**src/rtl/rigid_body_transform_unit_core_defines.svh**
```systemverilog
// ----------------------------------------------------------------------------
// Assertion macros for the rigid body transform unit.
// Each macro checks on the rising edge of clk and is quiet while rst_n is low.
// ----------------------------------------------------------------------------
`ifndef RIGID_BODY_TRANSFORM_UNIT_CORE_DEFINES_SVH
`define RIGID_BODY_TRANSFORM_UNIT_CORE_DEFINES_SVH

// The consequent must hold in the same cycle as the antecedent.
`define RBTU_ASSERT_NOW(label, pre, post, msg) \
  label: assert property (@(posedge clk) disable iff (!rst_n) (pre) |-> (post)) \
    else $error(msg);

// The consequent must hold in the cycle after the antecedent.
`define RBTU_ASSERT_NEXT(label, pre, post, msg) \
  label: assert property (@(posedge clk) disable iff (!rst_n) (pre) |=> (post)) \
    else $error(msg);

`endif

```
**src/rtl/rbtu_pkg.sv**
```systemverilog
// ----------------------------------------------------------------------------
// rbtu_pkg
// Shared constants, types and constant tables of the rigid body transform unit.
// ----------------------------------------------------------------------------
`timescale 1ns / 1ps

package rbtu_pkg;

  localparam int CORDIC_STEPS_DEF    = 24;
  localparam int COORD_FRAC_BITS_DEF = 16;
  localparam int CNT_W               = 5;

  localparam logic [1:0] OP_MOVE   = 2'd0;
  localparam logic [1:0] OP_ROTATE = 2'd1;
  localparam logic [1:0] OP_XFORM  = 2'd2;

  localparam logic [1:0] AXIS_X    = 2'd0;
  localparam logic [1:0] AXIS_Y    = 2'd1;
  localparam logic [1:0] AXIS_Z    = 2'd2;
  localparam logic [1:0] AXIS_NONE = 2'd3;

  localparam logic signed [31:0] ONE_Q30     = 32'sd1073741824;
  localparam logic signed [31:0] DEG2RAD_Q36 = 32'sd1199381129;
  localparam longint             K_INF_Q30   = 64'sd652032874;

  typedef struct packed {
    logic             load_ang;
    logic             load_pt;
    logic             move;
    logic             red_step;
    logic             norm;
    logic             fold;
    logic             rad_mul;
    logic             rad_set;
    logic             cord_step;
    logic             clamp;
    logic             mac_step;
    logic             res_store;
    logic             commit;
    logic             out_load;
    logic             rot_mode;
    logic [1:0]       row;
    logic [1:0]       col;
    logic [1:0]       term;
    logic [CNT_W-1:0] step;
  } cmd_t;

  typedef struct packed {
    logic out_busy;
  } stat_t;

  function automatic logic signed [33:0] atan_q30(input logic [CNT_W-1:0] i);
    logic signed [33:0] v;
    case (i)
      5'd0:    v = 34'sd843314857;
      5'd1:    v = 34'sd497837829;
      5'd2:    v = 34'sd263043837;
      5'd3:    v = 34'sd133525159;
      5'd4:    v = 34'sd67021687;
      5'd5:    v = 34'sd33543516;
      5'd6:    v = 34'sd16775851;
      5'd7:    v = 34'sd8388437;
      5'd8:    v = 34'sd4194283;
      5'd9:    v = 34'sd2097149;
      default: v = (i > 5'd30) ? 34'sd0 : (34'sd1 <<< (5'd30 - i));
    endcase
    return v;
  endfunction

  function automatic logic signed [31:0] cordic_k_q30(input int steps);
    longint k;
    k = K_INF_Q30 + (((K_INF_Q30 * 2) / 3) >>> (2 * steps));
    return 32'(k);
  endfunction

  function automatic logic signed [31:0] sat32(input logic signed [36:0] v);
    logic signed [31:0] r;
    if (v > 37'sd2147483647) r = 32'sh7fffffff;
    else if (v < -37'sd2147483648) r = 32'sh80000000;
    else r = v[31:0];
    return r;
  endfunction

endpackage

```
**src/rtl/rbtu_ctrl.sv**
```systemverilog
// ----------------------------------------------------------------------------
// rbtu_ctrl
// Sequencer: angle reduction, CORDIC, multiply-accumulate passes and output.
// ----------------------------------------------------------------------------
`timescale 1ns / 1ps

module rbtu_ctrl import rbtu_pkg::*; #(
  parameter int CORDIC_STEPS    = CORDIC_STEPS_DEF,
  parameter int COORD_FRAC_BITS = COORD_FRAC_BITS_DEF
) (
  input  logic       clk,
  input  logic       rst_n,
  input  logic       in_fire,
  input  logic [1:0] in_opcode,
  input  logic [1:0] in_axis,
  output logic       in_rdy,
  input  stat_t      stat,
  output cmd_t       cmd
);

  localparam int RED_STEPS = (COORD_FRAC_BITS < 23) ? 24 - COORD_FRAC_BITS : 1;

  localparam logic [3:0] S_IDLE   = 4'd0;
  localparam logic [3:0] S_RED    = 4'd1;
  localparam logic [3:0] S_NORM   = 4'd2;
  localparam logic [3:0] S_FOLD   = 4'd3;
  localparam logic [3:0] S_RAD    = 4'd4;
  localparam logic [3:0] S_RADW   = 4'd5;
  localparam logic [3:0] S_CORD   = 4'd6;
  localparam logic [3:0] S_CLAMP  = 4'd7;
  localparam logic [3:0] S_MAC    = 4'd8;
  localparam logic [3:0] S_RES    = 4'd9;
  localparam logic [3:0] S_COMMIT = 4'd10;
  localparam logic [3:0] S_OUTW   = 4'd11;

  logic [3:0]       state_r, state_nxt;
  logic [CNT_W-1:0] cnt_r, cnt_nxt;
  logic [1:0]       i_r, i_nxt, j_r, j_nxt, k_r, k_nxt;
  logic             mode_r, mode_nxt;

  always_ff @(posedge clk) begin
    if (!rst_n) begin
      state_r <= S_IDLE;
      cnt_r   <= '0;
      i_r     <= '0;
      j_r     <= '0;
      k_r     <= '0;
      mode_r  <= 1'b0;
    end else begin
      state_r <= state_nxt;
      cnt_r   <= cnt_nxt;
      i_r     <= i_nxt;
      j_r     <= j_nxt;
      k_r     <= k_nxt;
      mode_r  <= mode_nxt;
    end
  end

  assign in_rdy = (state_r == S_IDLE);

  always_comb begin
    state_nxt = state_r;
    cnt_nxt   = cnt_r;
    i_nxt     = i_r;
    j_nxt     = j_r;
    k_nxt     = k_r;
    mode_nxt  = mode_r;
    cmd       = '0;
    cmd.rot_mode = mode_r;
    cmd.row      = i_r;
    cmd.col      = j_r;
    cmd.term     = k_r;
    cmd.step     = cnt_r;
    case (state_r)
      S_IDLE: begin
        if (in_fire) begin
          i_nxt = '0;
          j_nxt = '0;
          k_nxt = '0;
          case (in_opcode)
            OP_MOVE: cmd.move = 1'b1;
            OP_ROTATE: begin
              if (in_axis != AXIS_NONE) begin
                cmd.load_ang = 1'b1;
                mode_nxt     = 1'b1;
                cnt_nxt      = CNT_W'(RED_STEPS - 1);
                state_nxt    = S_RED;
              end
            end
            OP_XFORM: begin
              cmd.load_pt = 1'b1;
              mode_nxt    = 1'b0;
              state_nxt   = S_MAC;
            end
            default: ;
          endcase
        end
      end
      S_RED: begin
        cmd.red_step = 1'b1;
        if (cnt_r == '0) state_nxt = S_NORM;
        else cnt_nxt = cnt_r - 1'b1;
      end
      S_NORM: begin
        cmd.norm  = 1'b1;
        state_nxt = S_FOLD;
      end
      S_FOLD: begin
        cmd.fold  = 1'b1;
        state_nxt = S_RAD;
      end
      S_RAD: begin
        cmd.rad_mul = 1'b1;
        state_nxt   = S_RADW;
      end
      S_RADW: begin
        cmd.rad_set = 1'b1;
        cnt_nxt     = '0;
        state_nxt   = S_CORD;
      end
      S_CORD: begin
        cmd.cord_step = 1'b1;
        if (cnt_r == CNT_W'(CORDIC_STEPS - 1)) state_nxt = S_CLAMP;
        else cnt_nxt = cnt_r + 1'b1;
      end
      S_CLAMP: begin
        cmd.clamp = 1'b1;
        state_nxt = S_MAC;
      end
      S_MAC: begin
        cmd.mac_step = 1'b1;
        if (k_r == 2'd3) begin
          k_nxt     = '0;
          state_nxt = S_RES;
        end else begin
          k_nxt = k_r + 1'b1;
        end
      end
      S_RES: begin
        cmd.res_store = 1'b1;
        if (i_r == 2'd2 && (j_r == 2'd2 || !mode_r)) begin
          state_nxt = mode_r ? S_COMMIT : S_OUTW;
        end else begin
          state_nxt = S_MAC;
          if (mode_r && j_r != 2'd2) begin
            j_nxt = j_r + 1'b1;
          end else begin
            j_nxt = '0;
            i_nxt = i_r + 1'b1;
          end
        end
      end
      S_COMMIT: begin
        cmd.commit = 1'b1;
        state_nxt  = S_IDLE;
      end
      S_OUTW: begin
        if (!stat.out_busy) begin
          cmd.out_load = 1'b1;
          state_nxt    = S_IDLE;
        end
      end
      default: state_nxt = S_IDLE;
    endcase
  end

endmodule

```
**config.mk**
```make
export PLATFORM = sky130hd
export DESIGN_NAME = rbtu_ctrl
export DESIGN_NICKNAME = d
export VERILOG_FILES = /design/src/rtl/rigid_body_transform_unit_core_defines.svh /design/src/rtl/rbtu_pkg.sv /design/src/rtl/rbtu_ctrl.sv
export SDC_FILE = /design/constraint.sdc
export NUM_CORES = 1
export LEC_CHECK = 0
export BUFFER_PORTS_ARGS = -buffer_cell sky130_fd_sc_hd__buf_2
export CAP_MARGIN = 20
export CORE_MARGIN = 5
export CORE_UTILIZATION = 36
export CTS_BUF_LIST = sky130_fd_sc_hd__clkbuf_8
export DETAILED_ROUTE_END_ITERATION = 7
export SKIP_CTS_REPAIR_TIMING = 1
export SYNTH_ARGS = -nofsm -noshare
export SYNTH_HDL_FRONTEND = slang
export SYNTH_SLANG_ARGS = --single-unit
export TNS_END_PERCENT = 50
```
**constraint.sdc**
```tcl
create_clock -name clk -period 2.6 [get_ports clk]
set_input_delay 0.26 -clock clk [delete_from_list [all_inputs] [get_ports clk]]
set_output_delay 0.26 -clock clk [all_outputs]
set_load 0.005 [all_outputs]
```
# [Yosys cells after proc, flatten, opt, wreduce, memory -nomap -nowiden]
# Index checks and enable logic that the tools add are counted.
[classes] addsub=5 multipliers=0 div=0 n_lt_le_gt_ge=0 n_eq_ne=33 shifts=0 muxes=45 bitwise_logic=0 n_reduce_logical=17
[ops] op="$pmux 4 s11" n=1
[ops] op="$mux 5" n=5
[ops] op="$mux 4" n=6
[ops] op="$ne 2x2->1 const B" n=12
[ops] op="$pmux 5 s4" n=1
[ops] op="$mux 1" n=18
[ops] op="$eq 4x3->1 const B" n=4
[ops] op="$eq 4x4->1 const B" n=4
[ops] op="$mux 2" n=7
[ops] op="$pmux 2 s2" n=3
[ops] op="$eq 2x2->1 const B" n=4
[ops] op="$eq 4x2->1 const B" n=2
[ops] op="$pmux 4 s2" n=1
[ops] op="$reduce_and 4->1" n=2
[ops] op="$reduce_and 7->1" n=1
[ops] op="$add 2x1->2 const B" n=3
[ops] op="$mux 3" n=2
[ops] op="$reduce_and 6->1" n=1
[ops] op="$reduce_bool 2->1" n=3
[ops] op="$add 5x1->5 const B" n=1
[ops] op="$eq 5x5->1 const B" n=1
[ops] op="$logic_not 5->1" n=1
[ops] op="$sub 5x1->5 const B" n=1
[ops] op="$eq 4x1->1 const B" n=1
[ops] op="other kinds (13)" n=15
[word_totals] ff_bits=16 latchBits=0 ramBits=0 rom_bits=0 input_bits=8 out_inout_bits=27 elab_cells=106 n_memories=0

# [Longest topological paths before layout]
# Gate-level depths: netlist of run 1.
[depth] depth_word=5 depth_mapped=10 depth_no_buf=8

# [Worst setup path after synthesis of run 1]
# Ideal clock, no wire load.
[synth_timing] path_type="register to register" start="reg state_r[3]" end="reg cnt_r[4]" setup_ps=75 arrival_ps=2052 required_time_ps=2525 slack_ps=473 stages_incl_launch_ff=11 path_buffers=2 period_less_slack_ps=2127 path_cell_list="dfxtp_1 -> buf_6 -> nor4bb_1 -> buf_2 -> xnor2_1 -> ha_1 -> or3_1 -> a21oi_1 -> o21ai_1 -> or3_1 -> o22ai_1"
[synth_via] elab_chain_cells=3 word_cells_on_any_way=12 classes_between="eq/ne: 8; mux: 1; reduce/logical: 3"
[synth_rtl] element="start: declaration" line_no="rbtu_ctrl.sv:36" source="logic [3:0] state_r, state_nxt;"
[synth_rtl] element="start signal: assignment" line_no="rbtu_ctrl.sv:50" source="state_r <= state_nxt;"
[synth_rtl] element="$eq 4x3->1, or another cell as far along" line_no="rbtu_ctrl.sv:74" source="case (state_r)"
[synth_rtl] element="$ne 2x2->1 (no source line), or another cell as far along"
[synth_rtl] element="$reduce_and 6->1 (no source line)"
[synth_rtl] element="end signal: assignment" line_no="rbtu_ctrl.sv:51" source="cnt_r <= cnt_nxt;"
[synth_rtl] element="end: declaration" line_no="rbtu_ctrl.sv:37" source="logic [CNT_W-1:0] cnt_r, cnt_nxt;"
# Several ways; a longest one is shown, not always the timed one.
# A chain may end at the register's enable or synchronous reset.

# [Final worst setup path of run 1]
[layout_timing] start="reg state_r[2]" end="reg cnt_r[4]"
# Same word-level chain as after synthesis.

==> results of run 1 <==
==> through the flow <==
stage | util [%] | power, W | cells | instance area (um2) | worst slack (ns)
floorplan | - | 0.000923 | 158 | 1190 | 0.473
CTS | 46.8 | 0.00136 | 236 | 1450 | 0.416
detailed placement | 45.0 | 0.00113 | 232 | 1400 | 0.450
finish | 46.8 | 0.00135 | 236 | 1450 | 0.417
global route | 46.8 | 0.00148 | 236 | 1450 | 0.169
global placement | 45.0 | 0.00111 | 232 | 1400 | 0.491
==> registers in the layout (all words and copies together) (netlist names) <==
signal	cells
i_r	2
mode_r	1
k_r	2
cnt_r	5
state_r	4
j_r	2
==> power breakdown <==
part / switching, W / internal, W / leakage, nW
Sequential: 0.0000518 / 0.000293 / 0.130
Clock: 0.0000941 / 0.000135 / 0.0288
Combinational: 0.000444 / 0.000335 / 0.478
Total: 0.000590 / 0.000763 / 0.637
==> layout make-up <==
cell class	count	area, um2
fill	343	1650
multi-input combinational	124	779
sequential	16	320
timing repair buffer	39	208
clock buffer	4	55.1
tap	44	55.1
inverter	9	33.8
==> worst min-delay path by stage <==
stage | start | endpoint | slack (ns) | cells after the start
after floorplan | rst_n | cnt_r[4] | 0.42 | 2
after global placement | j_r[0] | j_r[0] | 0.45 | 2
after detailed placement | j_r[0] | j_r[0] | 0.46 | 2
after CTS | rst_n | cnt_r[4] | 0.30 | 3
after global routing | rst_n | cnt_r[4] | 0.30 | 3
final | rst_n | cnt_r[4] | 0.30 | 3
==> worst register-to-register path: cells and delay by family, from the launching register on <==
family / cells / cell delay (ns)
AND/OR/NAND/NOR: 3 / 1.06
XOR/XNOR: 1 / 0.14
flip-flops: 1 / 0.32
adder cells (fa/ha/maj): 1 / 0.24
AO/OA/AOI/OAI: 3 / 0.35
==> cell families (layout without fill, tap and decap cells) <==
group	Yosys count	after routing	synth area share, %
AOI/OAI and AO/OA	39	39	22.9
xor gates and xnor gates	3	3	2.21
adders and majority gates	5	5	5.25
buffers and inverters	18	52	7.67
DFF	16	16	26.9
muxes	4	4	3.47
and+or+nand+nor	73	73	31.6
==> cells in the mapped netlist (3+ instances only) <==
library cell	instances	area share [%]
a211oi_1	4	2.5
a21oi_1	14	5.9
a31oi_1	3	1.6
buf_2	4	1.7
dfxtp_1	16	27
ha_1	5	5.3
inv_1	8	2.5
mux2i_1	3	2.5
nand2_1	17	5.4
nand2b_1	5	2.6
nand3_1	6	2.5
nor2_1	18	5.7
nor3_1	10	4.2
or3_1	3	1.6
==> layer usage <==
| layer | part of all wire [%] | track usage (%) | wire (um) | up-vias |
|---|---|---|---|---|
| met1 | 46 | 20.5 | 1470 | 554 |
| met5 | 0 | 0 | 0 | - |
| met4 | 1.6 | 6.08 | 51 | 0 |
| li1 | - | - | - | 630 |
| met2 | 45 | 24.4 | 1430 | 41 |
| met3 | 6.8 | 2.50 | 217 | 5 |
==> results.tsv, run 1 <==
stage	metric	value	unit
run_status	status	finished clean	
cells_and_area	final_cell_mix	buf_2, nor2_1, nand2_1	
sta	fin_crit_sh	83.9	%
sta	setup_violations	0	
cells_and_area	area_growth	21.8	%
worst_setup_path	slowest_stage	nor4bb_1	
worst_setup_path	cp_top_family	simple AND/OR/NAND/NOR gates	
cts	clock-sinks	16	
cts	h-tree-depth	1	
routing	first_pass_iters	4	
worst_setup_path	arrival	2.37	ns
worst_setup_path	critPathBufInv	0	
sta	slew_headroom	67.7	%
global_route	grt_antenna_before_repair	0	
sta	layout_min_cycle_time	2.18	ns
logic_synthesis	synthesis.area	1190	um2
floorplanning	rows	20	
run	drv_cap	0	
worst_setup_path	ff2ff_setup_slack	0.42	ns
routing	num_vias	1230	
logic_synthesis	ys_types	47	
logic_synthesis	synth-edff-count	0	
pwr	power.density	932	nW/um2
routing	drt-initial-drc-count	42	
sta	skew	0.000934	ns
cells_and_area	final_nets	206	
worst_setup_path	start_kind	register	
worst_setup_path	cp.depth	8	
sta	whs	0.302	ns
logic_synthesis	postSynthAreaPerCell	7.54	um2
logic_synthesis	async_flop_share	0	%
logic_synthesis	synth_ff_type	dfxtp_1	
worst_setup_path	ff2ff_path_depth	8	
global_route	grt_pass1_wl	5.42	mm
routing	vias_per_cell	5.21	
worst_setup_path	endpoint	cnt_r[4]	
logic_synthesis	ys_ff_latch	16	
sta	fin_tns_setup	0	ns
cells_and_area	final_common_cell	buf_2	
logic_synthesis	syn_inst	158	
cts	root_buffer	clkbuf_8	
min_path	hold_class	primary input to register	
floorplanning	die_h	67.5	um
worst_setup_path	cp-startpoint	state_r[2]	
worst_setup_path	regToRegEndpoint	cnt_r[4]	
worst_setup_path	r2r-start	state_r[2]	
sta	rsz0062_at_grt	false	
placement	dpl.hpwl	2.46	mm
sta	tightest_slew	0.485	ns
sta	slew_viol_final	0	
worst_setup_path	crit_path_end_kind	register	
worst_setup_path	cp_data_required_time	2.79	ns
floorplanning	design.core.area	3100	um2
worst_setup_path	crit_chain	nor4bb_1 -> xnor2_1 -> ha_1 -> or3_1 -> a21oi_1 -> o21ai_1 -> or3_1 -> o22ai_1	
cells_and_area	drive_above_1_share	25.0	%
logic_synthesis	synth-seq-area-share	26.9	%
floorplanning	die_area	4560	um2
pwr	ir_drop	0.000385	V
global_route	grtUsageTotal	15.4	%
sta	max_freq	0.458	GHz
sta	final_hold_viol_count	0	
placement	io_buffer_count	34	
routing	drc	0	
pwr	leakagePower	0.637	nW
cells_and_area	diodes	0	
placement	routabilityCongestion	0.866	
floorplanning	io_pins	35	
global_route	grt_max_degree	18	
worst_setup_path	cp_common_cell	or3_1	
worst_setup_path	max_stage_delay	0.44	ns
global_route	overflow	0	
logic_synthesis	yosys_warnings	0	
routing	routed_wl	3.17	mm
floorplanning	initial_utilization	38.4	%
logic_synthesis	syn_nets	171	
routing	final_antenna_net_count	0	
cts	cts_tree	yes	
cts	clk_latency	0.25	ns
global_route	grt_pass1_vias	1215	
worst_setup_path	crit_path_max_fanout	4	
cts	path_clk_slew	0.07	ns
worst_setup_path	crit_type	register to register	
floorplanning	die_w	67.5	um
cts	cts.path.max_buffers	2	
routing	post_drt_wl_per_cell	13.4	um
cts	cts_buffers	3	
No activity file was read; power rests on OpenSTA's default activity.
==> run 2: changes to the inputs <==
==> constraint.sdc (replaced) <==
create_clock -name clk -period 1.9 [get_ports clk]
set_input_delay 0.19 -clock clk [delete_from_list [all_inputs] [get_ports clk]]
set_output_delay 0.19 -clock clk [all_outputs]
set_load 0.005 [all_outputs]
==> run 2 against run 1 <==
Net effect: the run now ends with setup timing left; routed wire length decreased by 1.5%; die area unchanged; clock power increased by 33%; sequential power increased by 41%; combinational power increased by 59%; worst setup slack got worse by 0.53 ns; critical path depth increased by 1; non-clock buffer count increased by 8; via count increased by 2.2%; global-route usage decreased by 0.23 points; sequential cell count unchanged; count of clock-buffer cells in the layout unchanged; critical path type unchanged; largest power group unchanged; highest routed layer unchanged.
==> results.tsv, run 2 (synthesis results as in run 1) <==
stage	metric	value	unit	change
cells_and_area	regMostFlops	cnt_r		unchanged
routing	drc	0		unchanged
cells_and_area	num-fill-cells	339		was 343
pwr	comb_power_share	61.0	%	was 57.6%
floorplanning	design.core.area	3100	um2	unchanged
worst_setup_path	max_stage_delay	0.33	ns	was 0.44 ns
floorplanning	die_area	4560	um2	unchanged
pwr	switching_share	42.5	%	was 43.6%
pwr	pwr-share-clk	15.0	%	was 16.9%
cts	cts.path.max_buffers	2		unchanged
sta	setup_ws	-0.112	ns	was 0.417 ns
routing	drt-initial-drc-count	37		was 42
routing	post_drt_wl_per_cell	12.8	um	was 13.4 um
sta	fin_crit_sh	106	%	was 83.9%
sta	slew_headroom	67.3	%	was 67.7%
cells_and_area	utilization	50.6	%	was 46.8%
run_status	status	finished, violations left		was finished clean
global_route	overflow	0		unchanged
floorplanning	rows	20		unchanged
floorplanning	die_h	67.5	um	unchanged
min_path	hp-start	rst_n		unchanged
sta	fin_tns_setup	-0.112	ns	was 0 ns
routing	num_vias	1257		was 1230
cts	clock-sinks	16		unchanged
worst_setup_path	crit_path_end_kind	register		unchanged
sta	max_freq	0.497	GHz	was 0.458 GHz
sta	slew_viol_final	0		unchanged
cells_and_area	instances_no_fill	244		was 236
cts	clk_latency	0.25	ns	about the same
cts	cts_buffers	3		unchanged
cells_and_area	final_cell_mix	buf_2, nor2_1, nand2_1		unchanged
cts	cts_tree	yes		unchanged
cells_and_area	regArea	323	um2	was 320 um2
cells_and_area	largest_reg_flops	5		unchanged
worst_setup_path	cp-startpoint	state_r[3]		was state_r[2]
placement	dpl.hpwl	2.39	mm	was 2.46 mm
sta	layout_min_cycle_time	2.01	ns	was 2.18 ns
pwr	ir_drop	0.000573	V	was 0.000385 V
run_status	violations	setup timing		
cells_and_area	final_nets	214		was 206
global_route	grt_antenna_before_repair	0		unchanged
routing	final_antenna_net_count	0		unchanged
routing	routed_wl	3.12	mm	was 3.17 mm
worst_setup_path	arrival	2.19	ns	was 2.37 ns
routing	first_pass_iters	4		unchanged
global_route	grt_pass1_vias	1205		was 1215
worst_setup_path	crit_chain	nor4bb_4 -> buf_4 -> xnor2_2 -> ha_2 -> or3_1 -> a21oi_2 -> o21ai_1 -> or3_1 -> o22ai_2		was nor4bb_1 -> xnor2_1 -> ha_1 -> or3_1 -> a21oi_1 -> o21ai_1 -> or3_1 -> o22ai_1
worst_setup_path	cp_common_cell	or3_1		unchanged
run	drv_cap	0		unchanged
global_route	grt_pass1_wl	5.39	mm	was 5.42 mm
worst_setup_path	cp_top_family	simple AND/OR/NAND/NOR gates		unchanged
pwr	leakagePower	0.690	nW	was 0.637 nW
placement	dp_cells	238		was 232
worst_setup_path	crit_path_max_fanout	4		unchanged
worst_setup_path	cp_data_required_time	2.08	ns	was 2.79 ns
worst_setup_path	critPathBufInv	1		was 0
cts	root_buffer	clkbuf_8		unchanged
min_path	hold_class	primary input to register		unchanged
pwr	total_power	0.00203	W	was 0.00135 W
pwr	p_seq_share	24.0	%	was 25.5%
global_route	grtUsageTotal	15.1	%	was 15.4%
sta	tightest_slew	0.490	ns	was 0.485 ns
worst_setup_path	slowest_stage	dfxtp_2		was nor4bb_1
pwr	power.density	1290	nW/um2	was 932 nW/um2
routing	vias_per_cell	5.15		was 5.21
cts	path_clk_slew	0.06	ns	was 0.07 ns
worst_setup_path	start_kind	register		unchanged
floorplanning	die_w	67.5	um	unchanged
pwr	internal_power	0.00117	W	was 0.000763 W
placement	routabilityCongestion	0.822		was 0.866
floorplanning	initial_utilization	38.4	%	unchanged
cells_and_area	top_regs	cnt_r: 5 flops, state_r: 4 flops		unchanged
floorplanning	io_pins	35		unchanged
sta	setup_violations	1		was 0
cells_and_area	final_common_cell	buf_2		unchanged
placement	io_buffer_count	34		unchanged
pwr	power.net_switching	0.000862	W	was 0.000590 W
global_route	grt_max_degree	18		unchanged
worst_setup_path	crit_type	register to register		unchanged
cts	h-tree-depth	1		unchanged
sta	final_hold_viol_count	0		unchanged
worst_setup_path	r2r-start	state_r[3]		was state_r[2]
cells_and_area	diodes	0		unchanged
cells_and_area	multiInputGateArea	836	um2	was 779 um2
cells_and_area	area_growth	31.8	%	was 21.8%
sta	skew	0.00178	ns	was 0.000934 ns
cells_and_area	drive_above_1_share	34.0	%	was 25.0%
sta	rsz0062_at_grt	true		was false
==> run 2: cell types whose count changed in the layout (fill, tap and decap cells not counted), sizes merged <==
cell and change:
buf +8
==> run 2: power by group through the flow <==
| stage | Combinational, W | Sequential [W] | Clock [W] |
|---|---|---|---|
| after CTS | 0.00115 | 0.000475 | 0.000306 |
| after detailed placement | 0.00114 | 0.000482 | 0 |
| final | 0.00124 | 0.000487 | 0.000304 |
| after global routing | 0.00138 | 0.000500 | 0.000320 |
| after floorplan | 0.000796 | 0.000479 | 0 |
| after global placement | 0.00113 | 0.000478 | 0 |
==> run 2: cell type report <==
cell class | count | share of cell area [%]
multi-input cells | 124 | 53.2
flip-flops and latches | 16 | 20.6
well taps | 44 | 3.51
repair buffers | 47 | 17.1
clock buffers | 4 | 3.51
inverters | 9 | 2.15
==> run 2: final timing paths <==
path | end | slack (ns) | cells past startpoint
max reg2reg | cnt_r[4] | -0.11 | 9
min reg2reg | j_r[0] | 0.47 | 2
min | cnt_r[3] | 0.23 | 3
max | cnt_r[4] | -0.11 | 9
==> run 2: routing by layer <==
layer  routed length, um  part of all wire (%)  GRT usage (%)  vias to the layer above
li1                    -                     -              -                      647
met1                1610                    52           21.9                      571
met2                1320                    42           23.1                       34
met3                 159                   5.1           2.00                        5
met4                  37                   1.2           4.56                        0
met5                   0                     0              0                        -
==> run 2: worst register-to-register path: cells and delay by family, from the launching register on <==
family	cells	cell delay, ns
compound gates	3	0.30
xor+xnor	1	0.06
fa+ha+maj	1	0.18
buf+inv	1	0.17
flops	1	0.33
simple gates	3	0.90
==> run 2: per-stage QoR <==
stage | area (um2) | worst slack (ns) | hold slack (ns)
after floorplan | 1200 | -0.164 | 0.348
after global placement | 1450 | -0.0744 | 0.451
after detailed placement | 1450 | -0.109 | 0.470
after CTS | 1510 | -0.140 | 0.227
after global routing | 1570 | -0.245 | 0.245
final | 1570 | -0.112 | 0.235
